===== src/design/cht_pkg.sv =====
// Types, codes and constants of the cuckoo hash table
package cht_pkg;

  localparam int KEY_W          = 31;
  localparam int SLOT_W         = KEY_W + 1;
  localparam int KICK_W         = 12;
  localparam int TABLE_SIZE_DEF = 1024;

  localparam logic [KICK_W-1:0] KICKS_RESET = 12'd1000;

  localparam logic [1:0] CMD_SEARCH = 2'd0;
  localparam logic [1:0] CMD_INSERT = 2'd1;
  localparam logic [1:0] CMD_CLEAR  = 2'd2;

  localparam logic [1:0] ST_DONE     = 2'd0;
  localparam logic [1:0] ST_INSERTED = 2'd1;
  localparam logic [1:0] ST_PRESENT  = 2'd2;
  localparam logic [1:0] ST_DROPPED  = 2'd3;

  typedef struct packed {
    logic [1:0]       cmd;
    logic [KEY_W-1:0] key;
  } cht_req_t;

  typedef struct packed {
    logic             found;
    logic [1:0]       status;
    logic [KEY_W-1:0] dropped_key;
  } cht_rsp_t;

  typedef enum logic [2:0] {
    S_INIT,
    S_IDLE,
    S_LOOKUP,
    S_KICK,
    S_CLEAR,
    S_RESP
  } cht_state_t;

  typedef enum logic [2:0] {
    RES_NONE,
    RES_SEARCH,
    RES_PRESENT,
    RES_INSERTED,
    RES_DROP
  } cht_res_t;

  typedef struct packed {
    logic     take_req;
    logic     wr_first;
    logic     wr_second;
    logic     kick_start;
    logic     kick_swap;
    logic     kick_place;
    logic     clr_step;
    logic     res_load;
    cht_res_t res_sel;
    logic     out_load;
  } cht_ctl_t;

  typedef struct packed {
    logic [1:0] cmd;
    logic       hit;
    logic       first_empty;
    logic       second_empty;
    logic       cur_empty;
    logic       kick_limit;
    logic       clr_last;
    logic       out_free;
  } cht_sts_t;

endpackage


===== src/design/cht_ctrl.sv =====
// Controller state machine of the cuckoo hash table
module cht_ctrl (
  input  logic              clk,
  input  logic              rst_n,
  input  logic              in_valid,
  output logic              in_stall,
  input  cht_pkg::cht_sts_t sts,
  output cht_pkg::cht_ctl_t ctl
);
  import cht_pkg::*;

  cht_state_t state_r;
  cht_state_t state_nxt;

  always_ff @(posedge clk) begin
    if (!rst_n) begin
      state_r <= S_INIT;
    end else begin
      state_r <= state_nxt;
    end
  end

  always_comb begin
    state_nxt = state_r;
    case (state_r)
      S_INIT: begin
        if (sts.clr_last) begin
          state_nxt = S_IDLE;
        end
      end
      S_IDLE: begin
        if (in_valid) begin
          state_nxt = S_LOOKUP;
        end
      end
      S_LOOKUP: begin
        if (sts.cmd == CMD_CLEAR) begin
          state_nxt = S_CLEAR;
        end else if (sts.cmd == CMD_INSERT && !sts.hit && !sts.first_empty
                     && !sts.second_empty) begin
          state_nxt = S_KICK;
        end else begin
          state_nxt = S_RESP;
        end
      end
      S_KICK: begin
        if (sts.cur_empty || sts.kick_limit) begin
          state_nxt = S_RESP;
        end
      end
      S_CLEAR: begin
        if (sts.clr_last) begin
          state_nxt = S_RESP;
        end
      end
      S_RESP: begin
        if (sts.out_free) begin
          state_nxt = S_IDLE;
        end
      end
      default: begin
        state_nxt = S_INIT;
      end
    endcase
  end

  always_comb begin
    ctl      = '0;
    in_stall = 1'b1;
    case (state_r)
      S_INIT: begin
        ctl.clr_step = 1'b1;
      end
      S_IDLE: begin
        in_stall     = 1'b0;
        ctl.take_req = in_valid;
      end
      S_LOOKUP: begin
        case (sts.cmd)
          CMD_SEARCH: begin
            ctl.res_load = 1'b1;
            ctl.res_sel  = RES_SEARCH;
          end
          CMD_INSERT: begin
            if (sts.hit) begin
              ctl.res_load = 1'b1;
              ctl.res_sel  = RES_PRESENT;
            end else if (sts.first_empty) begin
              ctl.wr_first = 1'b1;
              ctl.res_load = 1'b1;
              ctl.res_sel  = RES_INSERTED;
            end else if (sts.second_empty) begin
              ctl.wr_second = 1'b1;
              ctl.res_load  = 1'b1;
              ctl.res_sel   = RES_INSERTED;
            end else begin
              ctl.kick_start = 1'b1;
            end
          end
          CMD_CLEAR: begin
            ctl.res_sel = RES_NONE;
          end
          default: begin
            ctl.res_load = 1'b1;
            ctl.res_sel  = RES_NONE;
          end
        endcase
      end
      S_KICK: begin
        // place the key in hand, drop it at the limit, or evict and move on
        if (sts.cur_empty) begin
          ctl.kick_place = 1'b1;
          ctl.res_load   = 1'b1;
          ctl.res_sel    = RES_INSERTED;
        end else if (sts.kick_limit) begin
          ctl.res_load = 1'b1;
          ctl.res_sel  = RES_DROP;
        end else begin
          ctl.kick_swap = 1'b1;
        end
      end
      S_CLEAR: begin
        ctl.clr_step = 1'b1;
        if (sts.clr_last) begin
          ctl.res_load = 1'b1;
          ctl.res_sel  = RES_NONE;
        end
      end
      S_RESP: begin
        ctl.out_load = sts.out_free;
      end
      default: begin
        ctl = '0;
      end
    endcase
  end

endmodule


===== config.mk =====
export PLATFORM = sky130hd
export DESIGN_NAME = cht_ctrl
export DESIGN_NICKNAME = d
export VERILOG_FILES = /design/src/design/cht_pkg.sv /design/src/design/cht_ctrl.sv
export SDC_FILE = /design/constraint.sdc
export NUM_CORES = 1
export LEC_CHECK = 0
export ABC_AREA = 0
export ABC_CLOCK_PERIOD_IN_PS = 1200
export CORE_AREA = 2 2 39 41
export DETAILED_ROUTE_END_ITERATION = 7
export DIE_AREA = 0 0 41 43
export DONT_BUFFER_PORTS = 1
export GPL_ROUTABILITY_DRIVEN = 0
export PLACE_DENSITY_LB_ADDON = 0.08
export SKIP_LAST_GASP = 1
export SYNTH_ARGS = -nofsm -noshare
export SYNTH_HDL_FRONTEND = slang
export SYNTH_SLANG_ARGS = --single-unit

===== constraint.sdc =====
create_clock -name clk -period 1.2 [get_ports clk]
set_input_delay 0.06 -clock clk [delete_from_list [all_inputs] [get_ports clk]]
set_output_delay 0.06 -clock clk [all_outputs]
set_load 0.1 [all_outputs]

# Word level (Yosys, flattened, before mapping)
# Cells that the tools add are included.
# op_classes
eq_ne	12
reduce_logical	11
muxes	32
# op_table
op	count
3-bit two-way mux	10
4-bit two-way mux	6
3-bit one-hot mux with 6 select lines	1
4-bit one-hot mux with 3 select lines	1
1-bit two-way mux	10
2-bit != test, second input constant	5
3-bit by 2-bit equality test with 1-bit output, second input constant	2
3-bit equality test, second input constant	2
3-bit one-hot mux with 2 select lines	1
5-bit AND reduction	1
2-bit two-way mux	2
3-bit by 1-bit equality test with 1-bit output, second input constant	1
1-bit logical AND	3
1-bit zero test	3
3-bit zero test	1
2-bit by 1-bit equality test with 1-bit output, second input constant	1
2-bit equality test, second input constant	1
2-bit zero test	1
1-bit one-hot mux with 2 select lines	1
2-bit OR reduction	1
1-bit logical OR	1
# word_totals
input_bits	12
word_cells	56
regBits	3

# Depth between registers and ports, before layout
# Gate-level depths: netlist of run 1.
# depth
word_depth	7
depth_mapped	4
depth_no_buf	3

# Worst setup path before layout of run 1
# No wires, ideal clock.
# synth_path
path_kind	register to output
startpoint	register state_r[0]
endpoint	output port ctl[3] (netlist name)
path_slack_ps	-1707
t_arrival_ps	2847
stages_incl_launch_ff	4
cell_sequence	dfxtp_1 -> buf_2 -> nand3b_1 -> nor3b_1
# synth_rtl
element	line	text
from (decl)	cht_ctrl.sv:12	cht_state_t state_r;
from (signal assigned)	cht_ctrl.sv:19	state_r <= state_nxt;
to (decl)	cht_ctrl.sv:8	output cht_pkg::cht_ctl_t ctl

==> flow_metrics.py, run 1 <==
metrics = {
    "timing": {
        "finalSetupViolCount": 12,
        "rsz0062_at_grt": "true",
        "max_freq_mhz": 678,
        "timing.final.ws_setup_ns": -0.275,
        "hold_viol": 0,
        "finalCritPeriodShare_pct": 123,
        "skew_ns": 0.00470,
        "holdWs_ns": 0.00526,
        "tightest_slew_ns": 0.324,
        "drv_slew": 0,
        "slew_headroom_pct": 78.2,
        "finalCriticalPeriod_ns": 1.47,
    },
    "run_status": {
        "status": "finished with violations",
        "violations": "negative setup slack",
    },
    "worst_setup_path": {
        "cp_top_family": "simple AND/OR/NAND/NOR gates",
        "path_max_fanout": 8,
        "critical_path_required_ns": 1.14,
        "rr_worst_depth": 4,
        "crit_chain": "nor3b_4 -> nand2_2 -> nor3b_4 -> buf_12",
        "cp.arrival_ns": 1.41,
        "cp_num_cells": 4,
        "cp_num_buf_inv": 1,
        "reg2reg_to": "state_r[0]",
        "cpPeakStageDelay_ns": 0.37,
        "cp_common_cell": "nor3b_4",
        "r2r_start": "state_r[0]",
        "crit_slowest_cell": "dfxtp_4",
        "setup.worst_path.end_class": "primary output",
        "critPathLaunchType": "flip-flop",
        "path_class": "flip-flop to primary output",
        "timing.reg2reg.setup_slack_ns": 0.01,
    },
    "clock_tree": {
        "clkTransAtPathRegs_ns": 0.03,
        "worstSkewPairLatency_ns": 0.24,
        "cts_tree": "done",
        "clock-root-buffer": "clkbuf_4",
        "cts.path.max_buffers": 2,
        "numCtsBuffers": 3,
        "htree_levels": 1,
        "numClockSinks": 3,
    },
    "min_path": {
        "hold_path_end": "state_r[2]",
        "min_from": "rst_n",
        "min_path_cells": 1,
        "hold_class": "input pin to flip-flop",
    },
    "logic_synthesis": {
        "synth_top_area_share_pct": 16.7,
        "ys_ff_latch": 3,
        "synth_edf_count": 0,
        "syn_nets": 61,
        "ys_types": 27,
        "synth_area_per_cell_sq_um": 7.33,
        "synth-main-ff-cell": "dfxtp_1",
        "synth_area_leaders": "dfxtp_1 (17%), nor3b_2 (10%), nand2_1 (7.3%)",
        "ys_warn_count": 0,
        "async_flop_share_pct": 0,
        "yosysMostFrequentCell": "nand2_1",
        "synth_area_leader_cell": "dfxtp_1",
        "synthTopCellsByCount": "nand2_1 (7), nor2_1 (4)",
        "synthCells": 49,
        "synthesis.area_sq_um": 359,
        "synth_seq_area_share_pct": 16.7,
    },
    "global_routing": {
        "antenna_found_initial": 0,
        "grtUsageTotal_pct": 17.0,
        "grt_pass1_vias": 481,
        "grt_pass1_wl_um": 2020,
        "grt_overflow_total": 0,
        "grt_max_degree": 9,
    },
    "floorplanning": {
        "num_rows": 14,
        "start_util_pct": 25.9,
        "io_pins": 25,
        "die_h_um": 43,
        "dieWidth_um": 41,
        "core_area_sq_mm": 0.00138,
        "dieArea_sq_mm": 0.00176,
    },
    "drt": {
        "via_count": 505,
        "drt_iter0_markers": 1,
        "detail-route-antenna-nets": 0,
        "drt_first_pass_iters": 2,
        "wire_per_inst_um": 13.1,
        "routed_wl_um": 1280,
        "route.detailed.drc": 0,
        "routed_via_density": 5.15,
    },
    "place": {
        "post-place-ws_ns": -0.115,
        "place_inst": 86,
        "dp_hpwl_um": 954,
        "io_buffers": 0,
        "place_area_sq_um": 801,
    },
    "power": {
        "power.density_mw_per_mm2": 674,
        "p_leak_uw": 0.000373,
        "vdd_drop_max_mv": 0.694,
    },
    "finish": {
        "largest_registers": "state_r x3",
        "antenna_cells": 0,
        "largest_register_ffs": 3,
        "max_flop_register": "state_r",
        "fin_area_sq_um": 943,
        "area_growth_pct": 163,
        "fin_nets": 95,
        "n_fill_cell": 116,
        "layout-drive-gt1-share_pct": 68.3,
        "layout.cells.non_filler": 98,
    },
    "flow_run": {
        "maxCapViolations": 0,
    },
}
-- logic make-up (layout without fill, tap and decap cells) --
| kind of cell | Yosys count | in the layout | synth area share (%) |
|---|---|---|---|
| DFF | 3 | 3 | 16.7 |
| buffers and inverters | 5 | 38 | 6.62 |
| muxes | 1 | 1 | 2.79 |
| and+or+nand+nor | 32 | 32 | 56.4 |
| AOI/OAI and AO/OA | 8 | 8 | 17.4 |
-- area by class of cell --
type | count | area, sq um | area share, %
multi-input combinational | 41 | 405 | 43.0
timing repair buffer | 31 | 405 | 43.0
sequential | 3 | 71.3 | 7.56
clock buffer | 4 | 26.3 | 2.79
tap | 16 | 20.0 | 2.12
inverter | 3 | 15.0 | 1.59
-- power by group --
group | switching, uW | internal, uW | total [uW]
logic | 186 | 151 | 337
registers | 14.3 | 105 | 119
clock network | 54.2 | 125 | 179
total | 255 | 381 | 635
-- stage by stage --
step / setup TNS (ns) / power, uW / utilization (%)
after floorplan: -3.53 / 320 / -
after global placement: -0.312 / 402 / 57.9
after detailed placement: -0.672 / 404 / 57.9
after CTS: -2.72 / 629 / 66.1
after global routing: -3.32 / 671 / 68.2
final: -2.56 / 635 / 68.2
-- worst reg2reg max path: cells and delay by family (launching register included) --
kind / cells / cell delay, ns
DFF: 1 / 0.38
and+or+nand+nor: 3 / 0.58
buffers and inverters: 1 / 0.12
-- worst max path at each step --
stage	slack, ns	start	end
after floorplan	-0.51	state_r[2]	state_r[0]
after global placement	-0.07	state_r[0]	ctl[11]
after detailed placement	-0.12	state_r[0]	ctl[11]
after CTS	-0.29	state_r[1]	ctl[9]
after global routing	-0.35	state_r[2]	ctl[9]
final	-0.27	state_r[2]	ctl[9]
-- cells in the final DEF, fill, tap and decap left out, types with 2 or more instances in the layout --
cell | netlist | routed
nor3_4 | 0 | 2
buf_6 | 0 | 2
nand3b_1 | 3 | 3
dfxtp_4 | 0 | 3
buf_12 | 0 | 13
nor3b_4 | 0 | 4
nand2_1 | 7 | 5
nand2_2 | 0 | 2
clkbuf_4 | 0 | 3
inv_1 | 3 | 2
nor2_4 | 0 | 2
nor2_1 | 4 | 3
nor2b_1 | 2 | 2
buf_4 | 1 | 15
-- what timing repair did --
| action | 4_1_cts | 5_1_grt |
|---|---|---|
| hold buffers | 1 | 0 |
| hold endpoints to repair | 2 | 0 |
| setup buffers | 5 | 2 |
| gates resized for setup | 11 | 3 |
| endpoints found under the setup margin | 14 | 14 |
| pin swaps | 4 | 4 |
-- per-layer routing --
layer	global-route usage (%)	part of all wire [%]
met2	28.4	59
met3	3.14	5.3
met5	0	0
met4	8.00	1.5
met1	19.2	35
Note: power is estimated with default switching activity, not from simulation.
==> run 2: changes to the inputs <==
--- a/config.mk
+++ b/config.mk
@@ -5,7 +5,7 @@
 export SDC_FILE = /design/constraint.sdc
 export NUM_CORES = 1
 export LEC_CHECK = 0
-export ABC_AREA = 0
+export ABC_AREA = 1
 export ABC_CLOCK_PERIOD_IN_PS = 1200
 export CORE_AREA = 2 2 39 41
 export DETAILED_ROUTE_END_ITERATION = 7
==> run 2 against run 1 <==
The flow still finishes with violations (negative setup slack). Setup slack better by 0.0024 ns. Via count grew 21%. Area after synthesis increased by 7.7%. Clock power is 2% higher. Worst hold slack gained 0.12 ns. Count of clock-buffer cells in the layout unchanged. Die area unchanged. Synthesized cell count grew 55%. Fmax rose by 0.16%. Critical path type unchanged. Largest power group unchanged.
==> flow_metrics.py, run 2 <==
metrics = {
    "finish": {
        "largest_register_ffs": 3,
        "layout_commonest_cell": "nand2_1",
        "antenna_cells": 0,
        "final_cell_mix": "nand2_1 (15), inv_1 (13), buf_12 (12), buf_4 (12), buf_6 (10)",
        "fin_nets": 128,
        "area_growth_pct": 192,
        "layout-drive-gt1-share_pct": 62.6,
        "fin_area_sq_mm": 0.00113,
        "max_flop_register": "state_r",
        "largest_registers": "state_r x3",
    },
    "logic_synthesis": {
        "async_flop_share_pct": 0,
        "muxShareOfSynthArea_pct": 0,
        "synthCells": 76,
        "ys_types": 16,
        "synth_area_leader_cell": "nand2_1",
        "ys_ff_latch": 3,
        "synth_area_leaders": "nand2_1 (20%), dfxtp_1 (16%), inv_1 (16%)",
        "synth_edf_count": 0,
        "ys_warn_count": 0,
        "synth_xor_area_share_pct": 0,
        "synthAdderAreaFrac_pct": 0,
        "synth_seq_area_share_pct": 15.5,
        "syn_nets": 88,
        "synth_top_family_by_area": "simple AND/OR/NAND/NOR gates",
        "yosys.area_share.simple_pct": 48.9,
        "synthesis.area_sq_um": 387,
        "synth_compound_area_share_pct": 17.8,
        "synth_top_area_share_pct": 20.4,
        "yosysMostFrequentCell": "nand2_1",
        "synth-main-ff-cell": "dfxtp_1",
        "synthTopCellsByCount": "nand2_1 (21), inv_1 (16), nor2_1 (14)",
        "synth_area_per_cell_sq_um": 5.09,
    },
    "floorplanning": {
        "die_h_um": 43,
        "num_rows": 14,
        "dieArea_sq_mm": 0.00176,
        "start_util_pct": 27.9,
        "io_pins": 25,
        "core_area_sq_mm": 0.00138,
        "dieWidth_um": 41,
    },
    "clock_tree": {
        "htree_levels": 1,
        "cts.path.max_buffers": 2,
        "worstSkewPairLatency_ns": 0.23,
        "clock-root-buffer": "clkbuf_4",
        "numClockSinks": 3,
        "cts_tree": "done",
        "numCtsBuffers": 3,
        "clkTransAtPathRegs_ns": 0.04,
    },
    "timing": {
        "rsz0062_at_grt": "true",
        "slew_headroom_pct": 81.4,
        "timing.final.ws_setup_ns": -0.272,
        "skew_ns": 0.000902,
        "finalSetupViolCount": 15,
        "tightest_slew_ns": 0.278,
        "max_freq_mhz": 679,
        "finalCritPeriodShare_pct": 123,
        "finalCriticalPeriod_ns": 1.47,
        "drv_slew": 0,
        "hold_viol": 0,
    },
    "drt": {
        "via_count": 612,
        "routed_via_density": 4.67,
        "detail-route-antenna-nets": 0,
        "route.detailed.drc": 0,
        "drt_iter0_markers": 2,
        "routed_wl_um": 1540,
        "drt_first_pass_iters": 2,
        "wire_per_inst_um": 11.8,
    },
    "global_routing": {
        "grt_max_degree": 6,
        "grt_pass1_wl_um": 2340,
        "grt_pass1_vias": 627,
        "grtUsageTotal_pct": 18.7,
        "antenna_found_initial": 0,
        "grt_overflow_total": 0,
    },
    "min_path": {
        "hold_class": "input pin to flip-flop",
        "min_from": "sts[1]",
        "min_path_cells": 3,
        "hold_path_end": "state_r[2]",
    },
    "worst_setup_path": {
        "critical_path_required_ns": 1.14,
        "setup.worst_path.end_class": "primary output",
        "timing.reg2reg.setup_slack_ns": -0.18,
        "r2r_start": "state_r[0]",
        "path_class": "flip-flop to primary output",
        "critPathLaunchType": "flip-flop",
        "reg2reg_to": "state_r[1]",
        "path_max_fanout": 4,
        "cp.arrival_ns": 1.41,
        "rr_worst_depth": 10,
    },
    "flow_run": {
        "maxCapViolations": 0,
    },
    "power": {
        "p_total_uw": 2090,
        "power.density_mw_per_mm2": 1850,
        "vdd_drop_max_mv": 0.868,
        "p_leak_uw": 0.000497,
    },
    "run_status": {
        "violations": "negative setup slack",
        "status": "finished with violations",
    },
    "place": {
        "place_area_sq_um": 835,
        "dp_hpwl_um": 996,
        "io_buffers": 0,
    },
}
[run 2: changes by cell type after synthesis, moves of 3 or more]
cell,before,now
nand3_1,1,6
nor3b_2,3,0
nand3b_1,3,0
nand2_1,7,21
a21oi_1,0,3
nor2_1,4,14
inv_1,3,16
[run 2: layout make-up]
cell class	count	area [sq um]
Fill cell	92	254
Timing Repair Buffer	36	480
Tap cell	16	20.0
Sequential cell	3	68.8
Inverter	17	76.3
Clock buffer	4	26.3
Multi-Input combinational cell	55	458
[run 2: how the worst max path moves through the flow]
stage	startpoint	cells after the start	end	slack (ns)
2_1_floorplan	state_r[0]	4	ctl[4]	-0.60
3_3_place_gp	state_r[0]	4	ctl[4]	-0.07
3_5_place_dp	state_r[1]	5	ctl[4]	-0.09
4_1_cts	state_r[0]	5	ctl[1]	-0.26
5_1_grt	state_r[1]	5	ctl[1]	-0.32
6_report	state_r[1]	6	ctl[8]	-0.27
[run 2: cells by family after synthesis]
kind of cell           count (synthesis)
and+or+nand+nor                       44
buffers and inverters                 18
DFF                                    3
AOI/OAI and AO/OA                     11
[run 2: timing repair]
item                       4_1_cts  5_1_grt
pin swaps                        7       11
hold buffers                     1        0
hold endpoints to repair         3        0
setup endpoints to repair       16       16
resized for setup               21       21
buffers inserted                 8        4
[run 2: routing by layer]
metal	vias up	global-route usage [%]	wire length [um]
met5	-	0	0
li1	315	-	-
met2	18	34.1	886
met1	277	20.4	594
met4	0	8.00	9
met3	2	1.05	53
[run 2: power breakdown]
part | switching, uW | internal (uW) | leakage (uW) | total [uW]
clock network | 58.3 | 125 | 0.0000150 | 183
logic | 976 | 737 | 0.000456 | 1710
registers | 49.3 | 143 | 0.0000264 | 192
[run 2: per-stage QoR]
| step | worst slack, ns | instances | setup TNS [ns] | hold slack [ns] | util, % |
|---|---|---|---|---|---|
| floorplan | -0.598 | 76 | -3.92 | 0.201 | - |
| global placement | -0.0659 | 115 | -0.410 | 0.231 | 60.3 |
| detailed placement | -0.0862 | 115 | -0.619 | 0.224 | 60.3 |
| CTS | -0.262 | 128 | -2.40 | 0.128 | 73.1 |
| global route | -0.324 | 131 | -3.86 | 0.148 | 81.6 |
| finish | -0.272 | 131 | -2.93 | 0.129 | 81.6 |
[run 2: worst max-delay path, stage by stage, from the launching register on]
cell and delay [ns]:
dfxtp_4 0.36, inv_4 0.04, nor3_4 0.26, buf_4 0.18, nand3_4 0.07, clkinvlp_4 0.09
buf_12 0.17
==> run 3: changes to the inputs <==
--- a/config.mk
+++ b/config.mk
@@ -6,7 +6,7 @@
 export NUM_CORES = 1
 export LEC_CHECK = 0
 export ABC_AREA = 1
-export ABC_CLOCK_PERIOD_IN_PS = 1200
+export ABC_CLOCK_PERIOD_IN_PS = 1630
 export CORE_AREA = 2 2 39 41
 export DETAILED_ROUTE_END_ITERATION = 7
 export DIE_AREA = 0 0 41 43
==> constraint.sdc (replaced) <==
create_clock -name clk -period 1.63 [get_ports clk]
set_input_delay 0.0815 -clock clk [delete_from_list [all_inputs] [get_ports clk]]
set_output_delay 0.0815 -clock clk [all_outputs]
set_load 0.1 [all_outputs]
==> run 3 against run 2 <==
The run now ends clean. First-iteration DRC count grew to 3.0 times the previous value. Critical path depth is 1 lower. Design area fell by 32%. Critical path type unchanged. Critical endpoint is now ctl[4].
==> flow_metrics.py, run 3 (synthesis gave the netlist of run 2 again) <==
metrics = {
    "run_status": {
        "status": "finished clean",
    },
    "floorplanning": {
        "dieWidth_um": 41,
        "die_h_um": 43,
        "core_area_sq_mm": 0.00138,
        "num_rows": 14,
        "io_pins": 25,
        "dieArea_sq_mm": 0.00176,
        "start_util_pct": 27.9,
    },
    "finish": {
        "fin_area_sq_um": 763,
        "largest_register_ffs": 3,
        "layout-drive-gt1-share_pct": 36.2,
        "n_fill_cell": 147,
        "final_cell_mix": "nand2_1 (20), inv_1 (16), nor2_1 (9), buf_12 (9), buf_4 (6)",
        "fin_nets": 107,
        "antenna_cells": 0,
        "utilization_pct": 55.2,
        "max_flop_register": "state_r",
        "largest_registers": "state_r x3",
        "area_growth_pct": 97.4,
        "layout_commonest_cell": "nand2_1",
    },
    "drt": {
        "drt_iter0_markers": 6,
        "routed_wl_um": 1150,
        "route.detailed.drc": 0,
        "routed_via_density": 4.79,
        "drt_first_pass_iters": 4,
        "via_count": 527,
        "detail-route-antenna-nets": 0,
        "wire_per_inst_um": 10.5,
    },
    "worst_setup_path": {
        "path_class": "flip-flop to primary output",
        "cp_num_buf_inv": 2,
        "setup.worst_path.end_class": "primary output",
        "cp.arrival_ns": 1.46,
        "startpoint": "state_r[2]",
        "r2r_start": "state_r[2]",
        "timing.reg2reg.setup_slack_ns": 0.38,
        "crit_slowest_cell": "dfxtp_1",
        "critPathLaunchType": "flip-flop",
        "cpPeakStageDelay_ns": 0.48,
        "path_max_fanout": 8,
        "cp_top_family": "flip-flops",
        "critical_path_required_ns": 1.55,
        "crit_chain": "nor3_4 -> buf_4 -> o211ai_1 -> o221ai_4 -> buf_12",
    },
    "place": {
        "place_area_sq_um": 723,
        "dp_hpwl_um": 911,
        "io_buffers": 0,
        "post-place-ws_ns": 0.215,
    },
    "global_routing": {
        "grt_pass1_wl_um": 1790,
        "grt_max_degree": 9,
        "grt_use_met2_pct": 20.9,
        "globalRouteMet1Util_pct": 19.3,
        "met3_usage_pct": 3.66,
        "grt-busiest-layer": "met2",
        "grt_overflow_total": 0,
        "grt_pass1_vias": 460,
        "grtUsageTotal_pct": 14.7,
        "antenna_found_initial": 0,
    },
    "clock_tree": {
        "clock-root-buffer": "clkbuf_4",
        "clkTransAtPathRegs_ns": 0.04,
        "numCtsBuffers": 3,
        "cts.path.max_buffers": 2,
        "htree_levels": 1,
        "cts_tree": "done",
        "worstSkewPairLatency_ns": 0.24,
        "numClockSinks": 3,
    },
    "power": {
        "power.density_mw_per_mm2": 1380,
        "p_total_uw": 1050,
        "switching_power_uw": 639,
        "clockPowerShare_pct": 12.8,
        "comb_power_share_pct": 73.2,
        "power.internal_uw": 411,
        "netSwitchingFraction_pct": 60.9,
        "p_seq_share_pct": 14.0,
        "vdd_drop_max_mv": 0.543,
        "p_leak_uw": 0.000364,
    },
    "timing": {
        "finalCritPeriodShare_pct": 94.3,
        "drv_slew": 0,
        "hold_viol": 0,
        "max_freq_mhz": 650,
        "finalCriticalPeriod_ns": 1.54,
        "tightest_slew_ns": 0.313,
        "timing.final.ws_setup_ns": 0.0925,
        "rsz0062_at_grt": "false",
        "slew_headroom_pct": 79.1,
        "skew_ns": 0.00315,
        "holdWs_ns": 0.00571,
        "finalSetupViolCount": 0,
    },
    "flow_run": {
        "maxCapViolations": 0,
    },
    "min_path": {
        "min_from": "rst_n",
        "hold_class": "input pin to flip-flop",
    },
}
[run 3: cell count changes in the layout (fill, tap and decap cells not counted), sizes merged]
cell / delta
dlygate4sd3: -1
inv: +2
clkinvlp: -2
buf: -20
[run 3: worst paths after layout]
check                           depth (start not counted)          to
worst min-delay path                                    2  state_r[0]
worst max-delay path                                    5      ctl[4]
worst min register to register                          2  state_r[0]
worst max register to register                          6  state_r[1]
[run 3: metal layers]
| metal | up-vias | wire length, um |
|---|---|---|
| met5 | - | 0 |
| li1 | 272 | - |
| met1 | 232 | 477 |
| met4 | 0 | 8 |
| met3 | 2 | 86 |
| met2 | 21 | 580 |
[run 3: layout make-up]
type | count | area (sq um) | area share (%)
Multi-Input combinational cell | 55 | 367 | 48.0
Inverter | 17 | 63.8 | 8.36
Timing Repair Buffer | 15 | 225 | 29.5
Sequential cell | 3 | 61.3 | 8.03
Clock buffer | 4 | 26.3 | 3.44
Tap cell | 16 | 20.0 | 2.62
[run 3: stage by stage]
stage | setup TNS (ns) | std cells
after floorplan | -0.290 | 76
after global placement | 0 | 105
after detailed placement | 0 | 105
after CTS | 0 | 109
after global routing | 0 | 110
final | 0 | 110
[run 3: what timing repair did]
item	in CTS	in global routing
gates cloned	0	0
pin swaps	1	1
resized for setup	0	2
setup endpoints to repair	3	5
hold buffers	0	0
setup buffers	0	1
[run 3: power by group through the flow]
stage          clock network, uW  logic, uW  registers, uW
6_report                     135        769            147
5_1_grt                      139        810            151
4_1_cts                      134        768            144
3_5_place_dp                   0        759            146
3_3_place_gp                   0        759            145
2_1_floorplan                  0        631            117
